==> src/hdl/vas_pkg.sv <==
// ----------------------------------------------------------------------------
// Voice allocator package
// Field widths, request kinds, allocation actions and sequencer states.
// ----------------------------------------------------------------------------
`timescale 1ns / 1ps

package vas_pkg;

   localparam int KIND_W   = 3;
   localparam int NOTE_W   = 7;
   localparam int VEL_W    = 7;
   localparam int CHAN_W   = 4;
   localparam int VOICE_W  = 5;
   localparam int LEVEL_W  = 16;
   localparam int CFG_W    = 6;
   localparam int ACTION_W = 3;
   localparam int COUNT_W  = 6;

   localparam logic [KIND_W-1:0] KIND_NOTE_ON  = 3'd0;
   localparam logic [KIND_W-1:0] KIND_NOTE_OFF = 3'd1;
   localparam logic [KIND_W-1:0] KIND_ALL_OFF  = 3'd2;
   localparam logic [KIND_W-1:0] KIND_LEVEL    = 3'd3;
   localparam logic [KIND_W-1:0] KIND_FINISHED = 3'd4;

   localparam logic [ACTION_W-1:0] ACT_NONE      = 3'd0;
   localparam logic [ACTION_W-1:0] ACT_RETRIGGER = 3'd1;
   localparam logic [ACTION_W-1:0] ACT_FREE      = 3'd2;
   localparam logic [ACTION_W-1:0] ACT_STEAL_REL = 3'd3;
   localparam logic [ACTION_W-1:0] ACT_STEAL_QT  = 3'd4;
   localparam logic [ACTION_W-1:0] ACT_STEAL_OLD = 3'd5;

   typedef enum logic [2:0] {
      ST_IDLE,
      ST_SCAN,
      ST_QUIET,
      ST_START,
      ST_RELEASE,
      ST_RECOUNT,
      ST_DONE
   } state_type;

endpackage

==> src/hdl/vas_if.sv <==
// ----------------------------------------------------------------------------
// Voice allocator channels
// Request, response and register write channels with valid/ready handshake.
// ----------------------------------------------------------------------------
`timescale 1ns / 1ps

interface vas_req_if;
   import vas_pkg::*;

   logic               valid;
   logic               ready;
   logic [KIND_W-1:0]  kind;
   logic [NOTE_W-1:0]  note;
   logic [VEL_W-1:0]   velocity;
   logic [CHAN_W-1:0]  channel;
   logic [VOICE_W-1:0] voice;
   logic [LEVEL_W-1:0] level;

   modport source (output valid, kind, note, velocity, channel, voice, level, input ready);
   modport sink (input valid, kind, note, velocity, channel, voice, level, output ready);
endinterface

interface vas_rsp_if;
   import vas_pkg::*;

   logic                valid;
   logic                ready;
   logic [VOICE_W-1:0]  chosen_voice;
   logic [ACTION_W-1:0] action;
   logic [COUNT_W-1:0]  released_count;
   logic [COUNT_W-1:0]  active_count;

   modport source (output valid, chosen_voice, action, released_count, active_count,
                   input ready);
   modport sink (input valid, chosen_voice, action, released_count, active_count,
                 output ready);
endinterface

interface vas_csr_if;
   import vas_pkg::*;

   logic             valid;
   logic             ready;
   logic [CFG_W-1:0] data;

   modport source (output valid, data, input ready);
   modport sink (input valid, data, output ready);
endinterface

==> src/hdl/voice_allocator_with_stealing_unit.sv <==
// ----------------------------------------------------------------------------
// Voice allocator with stealing
// A note on is answered after a scan of the voices. When a voice is stolen, a
// second pass over the voices is needed. Note off and all notes off are
// answered after one pass; level reports and voice-finished events need no
// scan. One request is in work at a time, and the next is taken only once the
// response is issued. The single read port of the voice memories, scanned one
// voice per cycle, sets the rate. A response that the sink has not yet taken
// holds the next response back.
// Reset clears the voice flags, the age counter and the active count and sets
// the polyphony to MAX_VOICES or 32, whichever is smaller; the voice memories
// are not cleared. A polyphony write is taken only while idle. It starts a
// recount of the active voices, during which no request is accepted.
// ----------------------------------------------------------------------------
`timescale 1ns / 1ps

module voice_allocator_with_stealing_unit #(
   parameter int MAX_VOICES = 32,
   parameter int AGE_BITS   = 32,
   parameter int LEVEL_BITS = 16
) (
   input logic       clock,
   input logic       reset,
   vas_req_if.sink   req_chan,
   vas_rsp_if.source rsp_chan,
   vas_csr_if.sink   csr_chan
);
   import vas_pkg::*;

   localparam int VW       = (MAX_VOICES > 1) ? $clog2(MAX_VOICES) : 1;
   localparam int CW       = $clog2(MAX_VOICES + 1);
   localparam int POLY_RST = (MAX_VOICES < 32) ? MAX_VOICES : 32;

   typedef struct packed {
      logic [NOTE_W-1:0]   note;
      logic [CHAN_W-1:0]   chan;
      logic [AGE_BITS-1:0] age;
   } ident_type;

   function automatic logic [CW-1:0] clamp_poly(input logic [CFG_W-1:0] raw);
      logic [CW-1:0] p;
      if (raw == '0) begin
         p = CW'(1);
      end else if (int'(raw) > MAX_VOICES) begin
         p = CW'(MAX_VOICES);
      end else begin
         p = CW'(raw);
      end
      return p;
   endfunction

   ident_type             ident_mem [MAX_VOICES];
   logic [LEVEL_BITS-1:0] level_mem [MAX_VOICES];
   ident_type             id_rd_ff;
   logic [LEVEL_BITS-1:0] lv_rd_ff;

   logic                  id_we;
   ident_type             id_wd;
   logic                  lv_we;
   logic [VW-1:0]         lv_wa;
   logic [LEVEL_BITS-1:0] lv_wd;
   logic [VW-1:0]         rd_addr;

   state_type state_ff, state_in;

   logic [KIND_W-1:0] kind_ff, kind_in;
   logic [NOTE_W-1:0] note_ff, note_in;
   logic [CHAN_W-1:0] chan_ff, chan_in;

   logic [CW-1:0]         poly_ff, poly_in;
   logic [MAX_VOICES-1:0] active_ff, active_in;
   logic [MAX_VOICES-1:0] rel_ff, rel_in;
   logic [AGE_BITS-1:0]   age_ctr_ff, age_ctr_in;
   logic [CW-1:0]         cnt_ff, cnt_in;

   logic [CW-1:0] idx_ff, idx_in;
   logic          rdv_ff, rdv_in;
   logic [VW-1:0] idx_d_ff, idx_d_in;

   logic                  match_found_ff, match_found_in;
   logic [VW-1:0]         match_idx_ff, match_idx_in;
   logic                  free_found_ff, free_found_in;
   logic [VW-1:0]         free_idx_ff, free_idx_in;
   logic [AGE_BITS-1:0]   newest_ff, newest_in;
   logic [AGE_BITS-1:0]   oldest_ff, oldest_in;
   logic [VW-1:0]         oldest_idx_ff, oldest_idx_in;
   logic [CW-1:0]         scan_cnt_ff, scan_cnt_in;
   logic                  qr_found_ff, qr_found_in;
   logic [VW-1:0]         qr_idx_ff, qr_idx_in;
   logic [LEVEL_BITS-1:0] qr_lvl_ff, qr_lvl_in;
   logic [AGE_BITS-1:0]   qr_age_ff, qr_age_in;
   logic                  qa_found_ff, qa_found_in;
   logic [VW-1:0]         qa_idx_ff, qa_idx_in;
   logic [LEVEL_BITS-1:0] qa_lvl_ff, qa_lvl_in;
   logic [AGE_BITS-1:0]   qa_age_ff, qa_age_in;
   logic [CW-1:0]         rel_cnt_ff, rel_cnt_in;
   logic [VW-1:0]         chosen_ff, chosen_in;
   logic [ACTION_W-1:0]   act_ff, act_in;

   logic                rsp_valid_ff, rsp_valid_in;
   logic [VOICE_W-1:0]  rsp_chosen_ff, rsp_chosen_in;
   logic [ACTION_W-1:0] rsp_action_ff, rsp_action_in;
   logic [COUNT_W-1:0]  rsp_rel_ff, rsp_rel_in;
   logic [COUNT_W-1:0]  rsp_cnt_ff, rsp_cnt_in;

   logic                req_fire;
   logic                csr_fire;
   logic                issue_ok;
   logic                last_eval;
   logic                out_free;
   logic                cur_act;
   logic                cur_rel;
   logic                id_match;
   logic                match_hit;
   logic                free_hit;
   logic                skip_newest;
   logic [CW-1:0]       new_poly;
   logic [VW-1:0]       req_vidx;
   logic                req_in_range;
   logic [AGE_BITS-1:0] age_next;

   assign req_fire     = req_chan.valid && req_chan.ready;
   assign csr_fire     = csr_chan.valid && csr_chan.ready;
   assign issue_ok     = idx_ff < poly_ff;
   assign last_eval    = rdv_ff && (CW'(idx_d_ff) == (poly_ff - CW'(1)));
   assign out_free     = !rsp_valid_ff || rsp_chan.ready;
   assign cur_act      = active_ff[idx_d_ff];
   assign cur_rel      = rel_ff[idx_d_ff];
   assign id_match     = (id_rd_ff.note == note_ff) && (id_rd_ff.chan == chan_ff);
   assign match_hit    = rdv_ff && cur_act && id_match && !match_found_ff;
   assign free_hit     = rdv_ff && !cur_act && !free_found_ff;
   assign skip_newest  = (id_rd_ff.age == newest_ff) && (poly_ff > CW'(1));
   assign new_poly     = clamp_poly(csr_chan.data);
   assign req_vidx     = VW'(req_chan.voice);
   assign req_in_range = int'(req_chan.voice) < int'(poly_ff);
   assign age_next     = (age_ctr_ff == '1) ? age_ctr_ff : age_ctr_ff + AGE_BITS'(1);
   assign rd_addr      = idx_ff[VW-1:0];

   assign req_chan.ready          = (state_ff == ST_IDLE) && !csr_chan.valid;
   assign csr_chan.ready          = (state_ff == ST_IDLE);
   assign rsp_chan.valid          = rsp_valid_ff;
   assign rsp_chan.chosen_voice   = rsp_chosen_ff;
   assign rsp_chan.action         = rsp_action_ff;
   assign rsp_chan.released_count = rsp_rel_ff;
   assign rsp_chan.active_count   = rsp_cnt_ff;

   always_comb begin
      state_in = state_ff;
      unique case (state_ff)
         ST_IDLE: begin
            if (req_fire) begin
               if (req_chan.kind == KIND_NOTE_ON && req_chan.velocity != '0) begin
                  state_in = ST_SCAN;
               end else if (req_chan.kind == KIND_NOTE_ON || req_chan.kind == KIND_NOTE_OFF ||
                            req_chan.kind == KIND_ALL_OFF) begin
                  state_in = ST_RELEASE;
               end else begin
                  state_in = ST_DONE;
               end
            end
         end
         ST_SCAN: begin
            if (last_eval) begin
               if (match_found_ff || match_hit || free_found_ff || free_hit) begin
                  state_in = ST_START;
               end else begin
                  state_in = ST_QUIET;
               end
            end
         end
         ST_QUIET: begin
            if (last_eval) begin
               state_in = ST_START;
            end
         end
         ST_START: begin
            state_in = ST_DONE;
         end
         ST_RELEASE: begin
            if (last_eval) begin
               state_in = ST_DONE;
            end
         end
         ST_RECOUNT: begin
            if (!issue_ok) begin
               state_in = ST_IDLE;
            end
         end
         ST_DONE: begin
            if (out_free) begin
               state_in = ST_IDLE;
            end
         end
         default: begin
            state_in = ST_IDLE;
         end
      endcase
      if (csr_fire) begin
         state_in = ST_RECOUNT;
      end
   end

   always_comb begin
      kind_in        = kind_ff;
      note_in        = note_ff;
      chan_in        = chan_ff;
      poly_in        = poly_ff;
      active_in      = active_ff;
      rel_in         = rel_ff;
      age_ctr_in     = age_ctr_ff;
      cnt_in         = cnt_ff;
      idx_in         = idx_ff;
      rdv_in         = 1'b0;
      idx_d_in       = idx_d_ff;
      match_found_in = match_found_ff;
      match_idx_in   = match_idx_ff;
      free_found_in  = free_found_ff;
      free_idx_in    = free_idx_ff;
      newest_in      = newest_ff;
      oldest_in      = oldest_ff;
      oldest_idx_in  = oldest_idx_ff;
      scan_cnt_in    = scan_cnt_ff;
      qr_found_in    = qr_found_ff;
      qr_idx_in      = qr_idx_ff;
      qr_lvl_in      = qr_lvl_ff;
      qr_age_in      = qr_age_ff;
      qa_found_in    = qa_found_ff;
      qa_idx_in      = qa_idx_ff;
      qa_lvl_in      = qa_lvl_ff;
      qa_age_in      = qa_age_ff;
      rel_cnt_in     = rel_cnt_ff;
      chosen_in      = chosen_ff;
      act_in         = act_ff;
      rsp_valid_in   = rsp_valid_ff && !rsp_chan.ready;
      rsp_chosen_in  = rsp_chosen_ff;
      rsp_action_in  = rsp_action_ff;
      rsp_rel_in     = rsp_rel_ff;
      rsp_cnt_in     = rsp_cnt_ff;
      id_we          = 1'b0;
      id_wd          = '{note: note_ff, chan: chan_ff, age: age_next};
      lv_we          = 1'b0;
      lv_wa          = chosen_ff;
      lv_wd          = '0;

      if ((state_ff == ST_SCAN || state_ff == ST_QUIET || state_ff == ST_RELEASE) &&
          issue_ok) begin
         rdv_in   = 1'b1;
         idx_d_in = idx_ff[VW-1:0];
         idx_in   = idx_ff + CW'(1);
      end
      if (last_eval) begin
         idx_in = '0;
      end

      unique case (state_ff)
         ST_IDLE: begin
            if (req_fire) begin
               kind_in        = req_chan.kind;
               note_in        = req_chan.note;
               chan_in        = req_chan.channel;
               idx_in         = '0;
               match_found_in = 1'b0;
               free_found_in  = 1'b0;
               newest_in      = '0;
               scan_cnt_in    = '0;
               qr_found_in    = 1'b0;
               qa_found_in    = 1'b0;
               rel_cnt_in     = '0;
               chosen_in      = '0;
               act_in         = ACT_NONE;
               if (req_chan.kind == KIND_LEVEL && req_in_range) begin
                  lv_we = 1'b1;
                  lv_wa = req_vidx;
                  lv_wd = LEVEL_BITS'(req_chan.level);
               end
               if (req_chan.kind == KIND_FINISHED && req_in_range) begin
                  active_in[req_vidx] = 1'b0;
                  rel_in[req_vidx]    = 1'b0;
                  if (active_ff[req_vidx]) begin
                     cnt_in = cnt_ff - CW'(1);
                  end
               end
            end
         end
         ST_SCAN: begin
            if (rdv_ff) begin
               if (match_hit) begin
                  match_found_in = 1'b1;
                  match_idx_in   = idx_d_ff;
               end
               if (free_hit) begin
                  free_found_in = 1'b1;
                  free_idx_in   = idx_d_ff;
               end
               if (cur_act && id_rd_ff.age > newest_ff) begin
                  newest_in = id_rd_ff.age;
               end
               if (idx_d_ff == '0 || id_rd_ff.age < oldest_ff) begin
                  oldest_in     = id_rd_ff.age;
                  oldest_idx_in = idx_d_ff;
               end
               if (cur_act) begin
                  scan_cnt_in = scan_cnt_ff + CW'(1);
               end
            end
         end
         ST_QUIET: begin
            if (rdv_ff && cur_act && !skip_newest) begin
               if (cur_rel && (!qr_found_ff || lv_rd_ff < qr_lvl_ff ||
                               (lv_rd_ff == qr_lvl_ff && id_rd_ff.age < qr_age_ff))) begin
                  qr_found_in = 1'b1;
                  qr_idx_in   = idx_d_ff;
                  qr_lvl_in   = lv_rd_ff;
                  qr_age_in   = id_rd_ff.age;
               end
               if (!qa_found_ff || lv_rd_ff < qa_lvl_ff ||
                   (lv_rd_ff == qa_lvl_ff && id_rd_ff.age < qa_age_ff)) begin
                  qa_found_in = 1'b1;
                  qa_idx_in   = idx_d_ff;
                  qa_lvl_in   = lv_rd_ff;
                  qa_age_in   = id_rd_ff.age;
               end
            end
         end
         ST_START: begin
            priority if (match_found_ff) begin
               chosen_in = match_idx_ff;
               act_in    = ACT_RETRIGGER;
            end else if (free_found_ff) begin
               chosen_in = free_idx_ff;
               act_in    = ACT_FREE;
            end else if (qr_found_ff) begin
               chosen_in = qr_idx_ff;
               act_in    = ACT_STEAL_REL;
            end else if (qa_found_ff) begin
               chosen_in = qa_idx_ff;
               act_in    = ACT_STEAL_QT;
            end else begin
               chosen_in = oldest_idx_ff;
               act_in    = ACT_STEAL_OLD;
            end
            id_we                = 1'b1;
            lv_we                = 1'b1;
            lv_wa                = chosen_in;
            active_in[chosen_in] = 1'b1;
            rel_in[chosen_in]    = 1'b0;
            age_ctr_in           = age_next;
            cnt_in               = (!match_found_ff && free_found_ff) ?
                                   scan_cnt_ff + CW'(1) : scan_cnt_ff;
         end
         ST_RELEASE: begin
            if (rdv_ff && cur_act && !cur_rel && (kind_ff == KIND_ALL_OFF || id_match)) begin
               rel_in[idx_d_ff] = 1'b1;
               rel_cnt_in       = rel_cnt_ff + CW'(1);
            end
         end
         ST_RECOUNT: begin
            if (issue_ok) begin
               idx_in = idx_ff + CW'(1);
               if (active_ff[idx_ff[VW-1:0]]) begin
                  scan_cnt_in = scan_cnt_ff + CW'(1);
               end
            end else begin
               cnt_in = scan_cnt_ff;
            end
         end
         ST_DONE: begin
            if (out_free) begin
               rsp_valid_in  = 1'b1;
               rsp_chosen_in = VOICE_W'(chosen_ff);
               rsp_action_in = act_ff;
               rsp_rel_in    = COUNT_W'(rel_cnt_ff);
               rsp_cnt_in    = COUNT_W'(cnt_ff);
            end
         end
         default: begin
            rdv_in = 1'b0;
         end
      endcase

      if (csr_fire) begin
         poly_in     = new_poly;
         idx_in      = '0;
         scan_cnt_in = '0;
         rdv_in      = 1'b0;
         for (int i = 0; i < MAX_VOICES; i++) begin
            if (i >= int'(new_poly)) begin
               active_in[i] = 1'b0;
               rel_in[i]    = 1'b0;
            end
         end
      end
   end

   always_ff @(posedge clock) begin
      if (id_we) begin
         ident_mem[chosen_in] <= id_wd;
      end
      id_rd_ff <= ident_mem[rd_addr];
   end

   always_ff @(posedge clock) begin
      if (lv_we) begin
         level_mem[lv_wa] <= lv_wd;
      end
      lv_rd_ff <= level_mem[rd_addr];
   end

   always_ff @(posedge clock) begin
      if (reset) begin
         state_ff     <= ST_IDLE;
         poly_ff      <= CW'(POLY_RST);
         active_ff    <= '0;
         rel_ff       <= '0;
         age_ctr_ff   <= '0;
         cnt_ff       <= '0;
         idx_ff       <= '0;
         rdv_ff       <= 1'b0;
         rsp_valid_ff <= 1'b0;
      end else begin
         state_ff     <= state_in;
         poly_ff      <= poly_in;
         active_ff    <= active_in;
         rel_ff       <= rel_in;
         age_ctr_ff   <= age_ctr_in;
         cnt_ff       <= cnt_in;
         idx_ff       <= idx_in;
         rdv_ff       <= rdv_in;
         rsp_valid_ff <= rsp_valid_in;
      end
   end

   always_ff @(posedge clock) begin
      kind_ff        <= kind_in;
      note_ff        <= note_in;
      chan_ff        <= chan_in;
      idx_d_ff       <= idx_d_in;
      match_found_ff <= match_found_in;
      match_idx_ff   <= match_idx_in;
      free_found_ff  <= free_found_in;
      free_idx_ff    <= free_idx_in;
      newest_ff      <= newest_in;
      oldest_ff      <= oldest_in;
      oldest_idx_ff  <= oldest_idx_in;
      scan_cnt_ff    <= scan_cnt_in;
      qr_found_ff    <= qr_found_in;
      qr_idx_ff      <= qr_idx_in;
      qr_lvl_ff      <= qr_lvl_in;
      qr_age_ff      <= qr_age_in;
      qa_found_ff    <= qa_found_in;
      qa_idx_ff      <= qa_idx_in;
      qa_lvl_ff      <= qa_lvl_in;
      qa_age_ff      <= qa_age_in;
      rel_cnt_ff     <= rel_cnt_in;
      chosen_ff      <= chosen_in;
      act_ff         <= act_in;
      rsp_chosen_ff  <= rsp_chosen_in;
      rsp_action_ff  <= rsp_action_in;
      rsp_rel_ff     <= rsp_rel_in;
      rsp_cnt_ff     <= rsp_cnt_in;
   end

endmodule

==> src/flat_wrapper.sv <==
// flat-port wrapper written by rule: the top's interface ports become plain ports
module voice_allocator_with_stealing_unit_flat import vas_pkg::*;
#(
   parameter int MAX_VOICES = 32,
   parameter int AGE_BITS   = 32,
   parameter int LEVEL_BITS = 16
)
  (clock, reset, req_chan_valid, req_chan_kind, req_chan_note, req_chan_velocity, req_chan_channel, req_chan_voice, req_chan_level, req_chan_ready, rsp_chan_valid, rsp_chan_chosen_voice, rsp_chan_action, rsp_chan_released_count, rsp_chan_active_count, rsp_chan_ready, csr_chan_valid, csr_chan_data, csr_chan_ready);
  vas_req_if req_chan_i ();
  vas_rsp_if rsp_chan_i ();
  vas_csr_if csr_chan_i ();
  input logic clock;
  input logic reset;
  input wire logic [$bits(req_chan_i.valid)-1:0] req_chan_valid;
  input wire logic [$bits(req_chan_i.kind)-1:0] req_chan_kind;
  input wire logic [$bits(req_chan_i.note)-1:0] req_chan_note;
  input wire logic [$bits(req_chan_i.velocity)-1:0] req_chan_velocity;
  input wire logic [$bits(req_chan_i.channel)-1:0] req_chan_channel;
  input wire logic [$bits(req_chan_i.voice)-1:0] req_chan_voice;
  input wire logic [$bits(req_chan_i.level)-1:0] req_chan_level;
  output wire logic [$bits(req_chan_i.ready)-1:0] req_chan_ready;
  output wire logic [$bits(rsp_chan_i.valid)-1:0] rsp_chan_valid;
  output wire logic [$bits(rsp_chan_i.chosen_voice)-1:0] rsp_chan_chosen_voice;
  output wire logic [$bits(rsp_chan_i.action)-1:0] rsp_chan_action;
  output wire logic [$bits(rsp_chan_i.released_count)-1:0] rsp_chan_released_count;
  output wire logic [$bits(rsp_chan_i.active_count)-1:0] rsp_chan_active_count;
  input wire logic [$bits(rsp_chan_i.ready)-1:0] rsp_chan_ready;
  input wire logic [$bits(csr_chan_i.valid)-1:0] csr_chan_valid;
  input wire logic [$bits(csr_chan_i.data)-1:0] csr_chan_data;
  output wire logic [$bits(csr_chan_i.ready)-1:0] csr_chan_ready;
  assign req_chan_i.valid = req_chan_valid;
  assign req_chan_i.kind = req_chan_kind;
  assign req_chan_i.note = req_chan_note;
  assign req_chan_i.velocity = req_chan_velocity;
  assign req_chan_i.channel = req_chan_channel;
  assign req_chan_i.voice = req_chan_voice;
  assign req_chan_i.level = req_chan_level;
  assign req_chan_ready = req_chan_i.ready;
  assign rsp_chan_valid = rsp_chan_i.valid;
  assign rsp_chan_chosen_voice = rsp_chan_i.chosen_voice;
  assign rsp_chan_action = rsp_chan_i.action;
  assign rsp_chan_released_count = rsp_chan_i.released_count;
  assign rsp_chan_active_count = rsp_chan_i.active_count;
  assign rsp_chan_i.ready = rsp_chan_ready;
  assign csr_chan_i.valid = csr_chan_valid;
  assign csr_chan_i.data = csr_chan_data;
  assign csr_chan_ready = csr_chan_i.ready;
  voice_allocator_with_stealing_unit #(.MAX_VOICES(MAX_VOICES), .AGE_BITS(AGE_BITS), .LEVEL_BITS(LEVEL_BITS)) u_core (.clock(clock), .reset(reset), .req_chan(req_chan_i), .rsp_chan(rsp_chan_i), .csr_chan(csr_chan_i));
endmodule
==> config.mk <==
export PLATFORM = sky130hd
export DESIGN_NAME = voice_allocator_with_stealing_unit_flat
export DESIGN_NICKNAME = d
export VERILOG_FILES = /design/src/hdl/vas_pkg.sv /design/src/hdl/vas_if.sv /design/src/hdl/voice_allocator_with_stealing_unit.sv /design/src/flat_wrapper.sv
export SDC_FILE = /design/constraint.sdc
export NUM_CORES = 2
export LEC_CHECK = 0
export CORE_ASPECT_RATIO = 1.75
export CORE_MARGIN = 1.5
export CORE_UTILIZATION = 55
export DETAILED_ROUTE_END_ITERATION = 16
export DONT_BUFFER_PORTS = 1
export GPL_TIMING_DRIVEN = 0
export HOLD_SLACK_MARGIN = 0.05
export PLACE_DENSITY_LB_ADDON = 0.1
export REMOVE_ABC_BUFFERS = 1
export SLEW_MARGIN = 10
export SYNTH_ARGS = -nofsm -noshare
export SYNTH_HDL_FRONTEND = slang
export SYNTH_SLANG_ARGS = --single-unit
==> constraint.sdc <==
create_clock -name clock -period 7.1 [get_ports clock]
set_input_delay 1.065 -clock clock [delete_from_list [all_inputs] [get_ports clock]]
set_output_delay 1.065 -clock clock [all_outputs]
set_load 0.02 [all_outputs]
# Yosys cells after proc, flatten, opt, wreduce, memory -nomap -nowiden
# Memory sizes are Yosys's and may differ from the RTL's. A register that Yosys moved wholly into a read port is not among the register bits.
# Index checks and enable logic that the tools add are counted.
# totals
reg_bits,367
latchBits,0
ramBits,1888
romBits,0
wordCells,395
mem_count,2
# memory_table
name,words,word_bits,read_ports,rd_ports_with_merged_regs,write_ports,line_no,source
u_core.ident_mem,32,43,1,1,1,voice_allocator_with_stealing_unit.sv:52,ident_type ident_mem [MAX_VOICES];
u_core.level_mem,32,16,1,1,1,voice_allocator_with_stealing_unit.sv:53,logic [LEVEL_BITS-1:0] level_mem [MAX_VOICES];
# classes
addsub,6
n_mul,0
n_div,0
n_lt_le_gt_ge,49
eq_ne,43
shift,0
mux,167
bitwise,8
reduce_logical,83
# ops
operator,count
2-to-1 mux 32 bit,11
one-hot mux 32 bit (2 select lines),2
2-to-1 mux 6 bit,17
AND 32 bit,3
greater-or-equal comparator 5 x 6 -> 1 bit (first input constant),16
< comparator 32 bit,3
one-hot mux 32 bit (3 select lines),1
2-to-1 mux 1 bit,92
inverter 32 bit,2
bitwise OR 32 bit,2
greater-or-equal comparator 4 x 6 -> 1 bit (first input constant),8
2-to-1 mux 16 bit,3
2-to-1 mux 5 bit,8
2-to-1 mux 3 bit,12
one-hot mux 6 bit (3 select lines),2
adder 32 x 1 -> 32 bit (second input constant),1
== test 16 bit,2
== test 32 bit,1
== test 32 bit (second input constant),1
> comparator 32 bit,1
< comparator 16 bit,2
logical AND 1 bit,27
greater-or-equal comparator 3 x 6 -> 1 bit (first input constant),4
< comparator 5 x 6 -> 1 bit (second input constant),4
other kinds (45),131

# Depth between registers and ports, before layout
# logic_depth
ltp_word,14
depth_mapped,11
ltp_nobuf,9

# Worst setup path before layout
# No wires, ideal clock.
# synth_timing
path_kind,reg-to-reg
start,register u_core.idx_d_ff[1]
end,register u_core.qr_age_ff[0] (enable)
setup_time_ns,0.540
t_arrival_ns,6.115
required_ns,6.560
setup_slack_ns,0.445
stages_incl_launch_ff,9
period_less_slack_ns,6.655
cell_sequence,edfxtp_1 buf_2 or3b_2 o221a_2 a32oi_1 o31ai_1 o21bai_1 or3_1 nor3b_1
# synth_between
elab_chain_len,5
elab_cells_between_ends,8
# synth_rtl
element,line_no,source
start: declaration,voice_allocator_with_stealing_unit.sv:78,"logic [VW-1:0] idx_d_ff, idx_d_in;"
start signal: assignment,voice_allocator_with_stealing_unit.sv:437,idx_d_ff <= idx_d_in;
binary-select mux 1 bit (select 5 bit),voice_allocator_with_stealing_unit.sv:127,assign cur_act = active_ff[idx_d_ff];
2-to-1 mux 1 bit (not written as such),voice_allocator_with_stealing_unit.sv:127,
logical AND 1 bit (2 in series),voice_allocator_with_stealing_unit.sv:308,if (rdv_ff && cur_act && !skip_newest) begin
AND reduction 3 bit (no line) (*),--,
end signal: assignment,voice_allocator_with_stealing_unit.sv:449,qr_age_ff <= qr_age_in;
end: declaration,voice_allocator_with_stealing_unit.sv:91,"logic [AGE_BITS-1:0] qr_age_ff, qr_age_in;"
# Every way passes the cells marked *; elsewhere a longest branch is shown, timed or not. The select of a mux whose other input is x is not followed.
# A chain may end at the register's enable or synchronous reset.

# Worst setup path in the final report
# layout_timing
start,register u_core.state_ff[2]
end,memory u_core.level_mem[0][2] (enable)
# layout_between
elab_chain_len,7
elab_cells_between_ends,10
# layout_rtl
element,line_no,source
start: declaration,voice_allocator_with_stealing_unit.sv:64,"state_type state_ff, state_in;"
start signal: assignment,voice_allocator_with_stealing_unit.sv:421,state_ff <= state_in;
zero test 3 bit,"voice_allocator_with_stealing_unit.sv:139, voice_allocator_with_stealing_unit.sv:255",
logical AND 1 bit,voice_allocator_with_stealing_unit.sv:139,assign req_chan.ready = (state_ff == ST_IDLE) && !csr_chan.valid;
logical AND 1 bit,voice_allocator_with_stealing_unit.sv:122,assign req_fire = req_chan.valid && req_chan.ready;
2-to-1 mux 1 bit,voice_allocator_with_stealing_unit.sv:257,if (req_fire) begin
one-hot mux 1 bit (2 select lines),voice_allocator_with_stealing_unit.sv:255,unique case (state_ff)
2-to-1 mux 1 bit,voice_allocator_with_stealing_unit.sv:403,if (lv_we) begin
2-to-1 mux 1 bit (not written as such),voice_allocator_with_stealing_unit.sv:404,level_mem[lv_wa] <= lv_wd;
end: declaration,voice_allocator_with_stealing_unit.sv:53,
# Parallel ways exist; a longest one is shown, timed or not.

==> flow_metrics.env <==
export IMPL_synth_edf_count=2125
export IMPL_yosys_area_top_type="edfxtp_1"
export IMPL_vias_per_cell=6.45
export IMPL_die_area_mm2=0.173
export IMPL_ir_drop_mv=0.218
export IMPL_synth_seq_cells=2314
export IMPL_net_switching_power_mw=8.36
export IMPL_cp_num_buf_inv=2
export IMPL_synth_mux_area_frac=0.157
export IMPL_power_internal_mw=24.3
export IMPL_synth_simple_area_share=0.0393
export IMPL_ctsResizeCount=0
export IMPL_slowest_stage="o211a_1"
export IMPL_clockBufferDepth=4
export IMPL_clock_fmax_mhz=181
export IMPL_ant_nets=0
export IMPL_cts_buffers=207
export IMPL_drive_above_1_share=0.246
export IMPL_hp_class="in -> reg"
export IMPL_dieWidth_um=315
export IMPL_worst_path_max_fanout=38
export IMPL_post_dp_cell_area_mm2=0.0998
export IMPL_status="finished, final reports clean"
export IMPL_fill_cells=11700
export IMPL_via_count=48100
export IMPL_period_minus_slack_ps=5530
export IMPL_layout_nets=5285
export IMPL_netlist_area_mm2=0.0938
export IMPL_die_height_um=549
export IMPL_yosysMostFrequentCell="edfxtp_1"
export IMPL_hold_violations=0
export IMPL_worst_pin_slew_ps=1380
export IMPL_routed_wl_mm=240
export IMPL_synth_compound_area_share=0.0342
export IMPL_cts_tree="built"
export IMPL_grt_util_all_layers=0.282
export IMPL_seqPwrFrac=0.489
export IMPL_crit_required_ps=7620
export IMPL_ys_seq_area_frac=0.721
export IMPL_routedWlPerCell_um=32.2
export IMPL_p_leak_nw=35.0
export IMPL_synth_top_family_by_area="multiplexers"
export IMPL_drv_cap=0
export IMPL_dp_hpwl_mm=154
export IMPL_crit_arrival_ps=6060
export IMPL_synth_cell_type_count=79
export IMPL_regArea_mm2=0.0676
export IMPL_rows=200
export IMPL_grt_setup_unrepaired="false"
export IMPL_cts_setup_buffers=0
export IMPL_path_class="reg -> reg"
export IMPL_switching_share=0.256
export IMPL_grt_start_max_net_pins=73
export IMPL_root_buffer="clkbuf_16"
export IMPL_multi_input_area_mm2=0.0252
export IMPL_cp_end_kind="flop"
export IMPL_port_buffers=0
export IMPL_cp_start_kind="flop"
export IMPL_yosys_most_used_dff="edfxtp_1"
export IMPL_coreArea_mm2=0.169
export IMPL_slew_headroom=0.0743
export IMPL_combPwrFrac=0.166
export IMPL_crit_path_max_incr_delay_ps=990
export IMPL_p_per_area_mw_per_mm2=307
export IMPL_synthArstFlopShare=0
export IMPL_clk_pin_slew_worst_paths_ps=70
export IMPL_synth_top_area_frac=0.681
export IMPL_synthAdderAreaFrac=0.0231
export IMPL_clock_sinks=2314
export IMPL_ys_warn_count=0
export IMPL_synth_xor_xnor_area_share=0.00766
export IMPL_gr_total_overflow=0
export IMPL_crit_path_cell_trace="buf_12 -> or3_1 -> nor4_1 -> o211a_1 -> o21ai_1 -> a221oi_1 -> nand3_1 -> nor2_2 -> buf_8"
export IMPL_finalMaxSlewViolations=0
export IMPL_area_growth_syn_to_layout_pct=13.6
export IMPL_ctsHtreeMaxLevel=4
export IMPL_gp_congestion=0.933
export IMPL_clock_latency_ps=860
export IMPL_synth_area_per_cell_um2=19.1
export IMPL_synthTopCellsByArea="edfxtp_1, mux4_2, dfxtp_1"
export IMPL_drc=0
export IMPL_stdcell_area_mm2=0.107
export IMPL_grt_pass1_wl_mm=346
export IMPL_post_cts_hold_buffer_count=0
export IMPL_grt_pass1_vias=49600
export IMPL_setup_viol=0
export IMPL_holdWs_ps=296
export IMPL_critPathTopFamily="simple AND/OR/NAND/NOR gates"
export IMPL_worst_clock_skew_ps=44.1
export IMPL_start_util=0.553
export IMPL_ios=76
export IMPL_antenna_found_initial=16
export IMPL_drt_first_iter_violations=4559
export IMPL_clkPwrFrac=0.345
export IMPL_synth_cells=4910
export IMPL_firstDrtPassIters=6
export IMPL_synthTopCellsByCount="edfxtp_1, mux4_2, inv_1"
export IMPL_finalCritPeriodShare=0.779
==> metrics by stage <==
step / util / worst slack (ps) / power, mW / TNS, ps / std cells
6_report: 0.629 / 1570 / 32.7 / 0 / 7453
5_1_grt: 0.629 / 1290 / 33.7 / 0 / 7453
4_1_cts: 0.629 / 1570 / 32.9 / 0 / 7449
3_5_place_dp: 0.589 / 1440 / 21.7 / 0 / 7072
3_3_place_gp: 0.564 / -25550 / 21.7 / -6809960 / 6907
2_1_floorplan: - / -15090 / 20.5 / -1223300 / 4685
==> routing by layer <==
layer	track usage	routed length, µm
met1	0.343	87200
met5	0	12
met4	0.139	12800
met3	0.0321	12000
met2	0.498	128000
==> power groups by stage <==
| stage | Combinational, mW | Clock (mW) | Sequential (mW) |
|---|---|---|---|
| after floorplan | 4.19 | 0 | 16.3 |
| after global placement | 5.16 | 0 | 16.6 |
| after detailed placement | 5.45 | 0 | 16.3 |
| after CTS | 5.47 | 11.4 | 16.0 |
| after global routing | 5.81 | 11.9 | 16.0 |
| final | 5.41 | 11.3 | 16.0 |
==> state kept, by name, indices dropped and copies added (netlist names), 6 cells and up <==
signal and flops:
u_core.ident_mem 1376, u_core.level_mem 512, u_core.id_rd_ff 43, u_core.active_ff 32, u_core.age_ctr_ff 32, u_core.newest_ff 32
u_core.oldest_ff 32, u_core.qa_age_ff 32, u_core.qr_age_ff 32, u_core.rel_ff 32, u_core.lv_rd_ff 16, u_core.qa_lvl_ff 16
u_core.qr_lvl_ff 16, u_core.note_ff 7, u_core.cnt_ff 6, u_core.idx_ff 6, u_core.poly_ff 6, u_core.rel_cnt_ff 6
u_core.rsp_chan.active_count 6, u_core.rsp_chan.released_count 6, u_core.scan_cnt_ff 6
==> cell families after synthesis <==
logic type                 after synthesis
AOI/OAI and AO/OA                      488
xor gates and xnor gates                82
adders and majority gates              173
buffers and inverters                  423
DFF                                   2314
muxes                                  693
and+or+nand+nor                        737
==> placed cells by master (no fill, tap or decap), types with 13 or more instances in the layout <==
master | netlist | final
edfxtp_1 | 2125 | 2125
mux4_2 | 617 | 617
clkbuf_16 | 0 | 213
inv_1 | 198 | 183
dfxtp_1 | 189 | 183
ha_1 | 173 | 173
nand2_1 | 158 | 158
nor2_1 | 193 | 142
a21oi_1 | 118 | 118
o21ai_0 | 104 | 104
nand3_1 | 76 | 75
buf_16 | 0 | 72
mux2_2 | 64 | 64
and3_1 | 56 | 55
nor3_1 | 55 | 53
a21o_1 | 51 | 51
nand4_1 | 48 | 48
clkbuf_1 | 155 | 46
clkinv_2 | 0 | 43
buf_12 | 0 | 41
nor2_4 | 0 | 38
clkinv_1 | 0 | 34
and2_1 | 30 | 30
nor2b_1 | 30 | 29
buf_6 | 3 | 28
xor2_1 | 41 | 26
xnor2_1 | 41 | 25
o31ai_1 | 23 | 23
bufinv_16 | 0 | 22
a22oi_1 | 21 | 21
o21a_1 | 21 | 21
buf_8 | 0 | 19
xnor2_2 | 0 | 16
nand2b_1 | 16 | 16
a211oi_1 | 15 | 15
a31oi_1 | 16 | 15
inv_4 | 0 | 15
xor2_2 | 0 | 13
nor2_2 | 0 | 13
==> worst paths after layout <==
path,slack (ps),start,to,depth (start not counted)
max reg2reg,1570,u_core.state_ff[2]$_SDFFE_PP0P_,u_core.level_mem[0][2]$_DFFE_PP_,9
min reg2reg,430,u_core.act_ff[0]$_SDFFCE_PN0P_,u_core.rsp_chan.action[0]$_DFFE_PP_,0
min,300,reset,u_core.cnt_ff[0]$_SDFFE_PP0P_,1
max,1570,u_core.state_ff[2]$_SDFFE_PP0P_,u_core.level_mem[0][2]$_DFFE_PP_,9
==> layout make-up <==
cell class              instances  area share
multi-input cells            2173       0.236
well taps                    2222      0.0261
inverters                     198     0.00733
clock buffers                 271      0.0532
flip-flops and latches       2314       0.635
repair buffers                165      0.0323
clock inverters               106     0.00994
diodes                          4   0.0000940
Note: power is estimated with default switching activity, not from simulation.
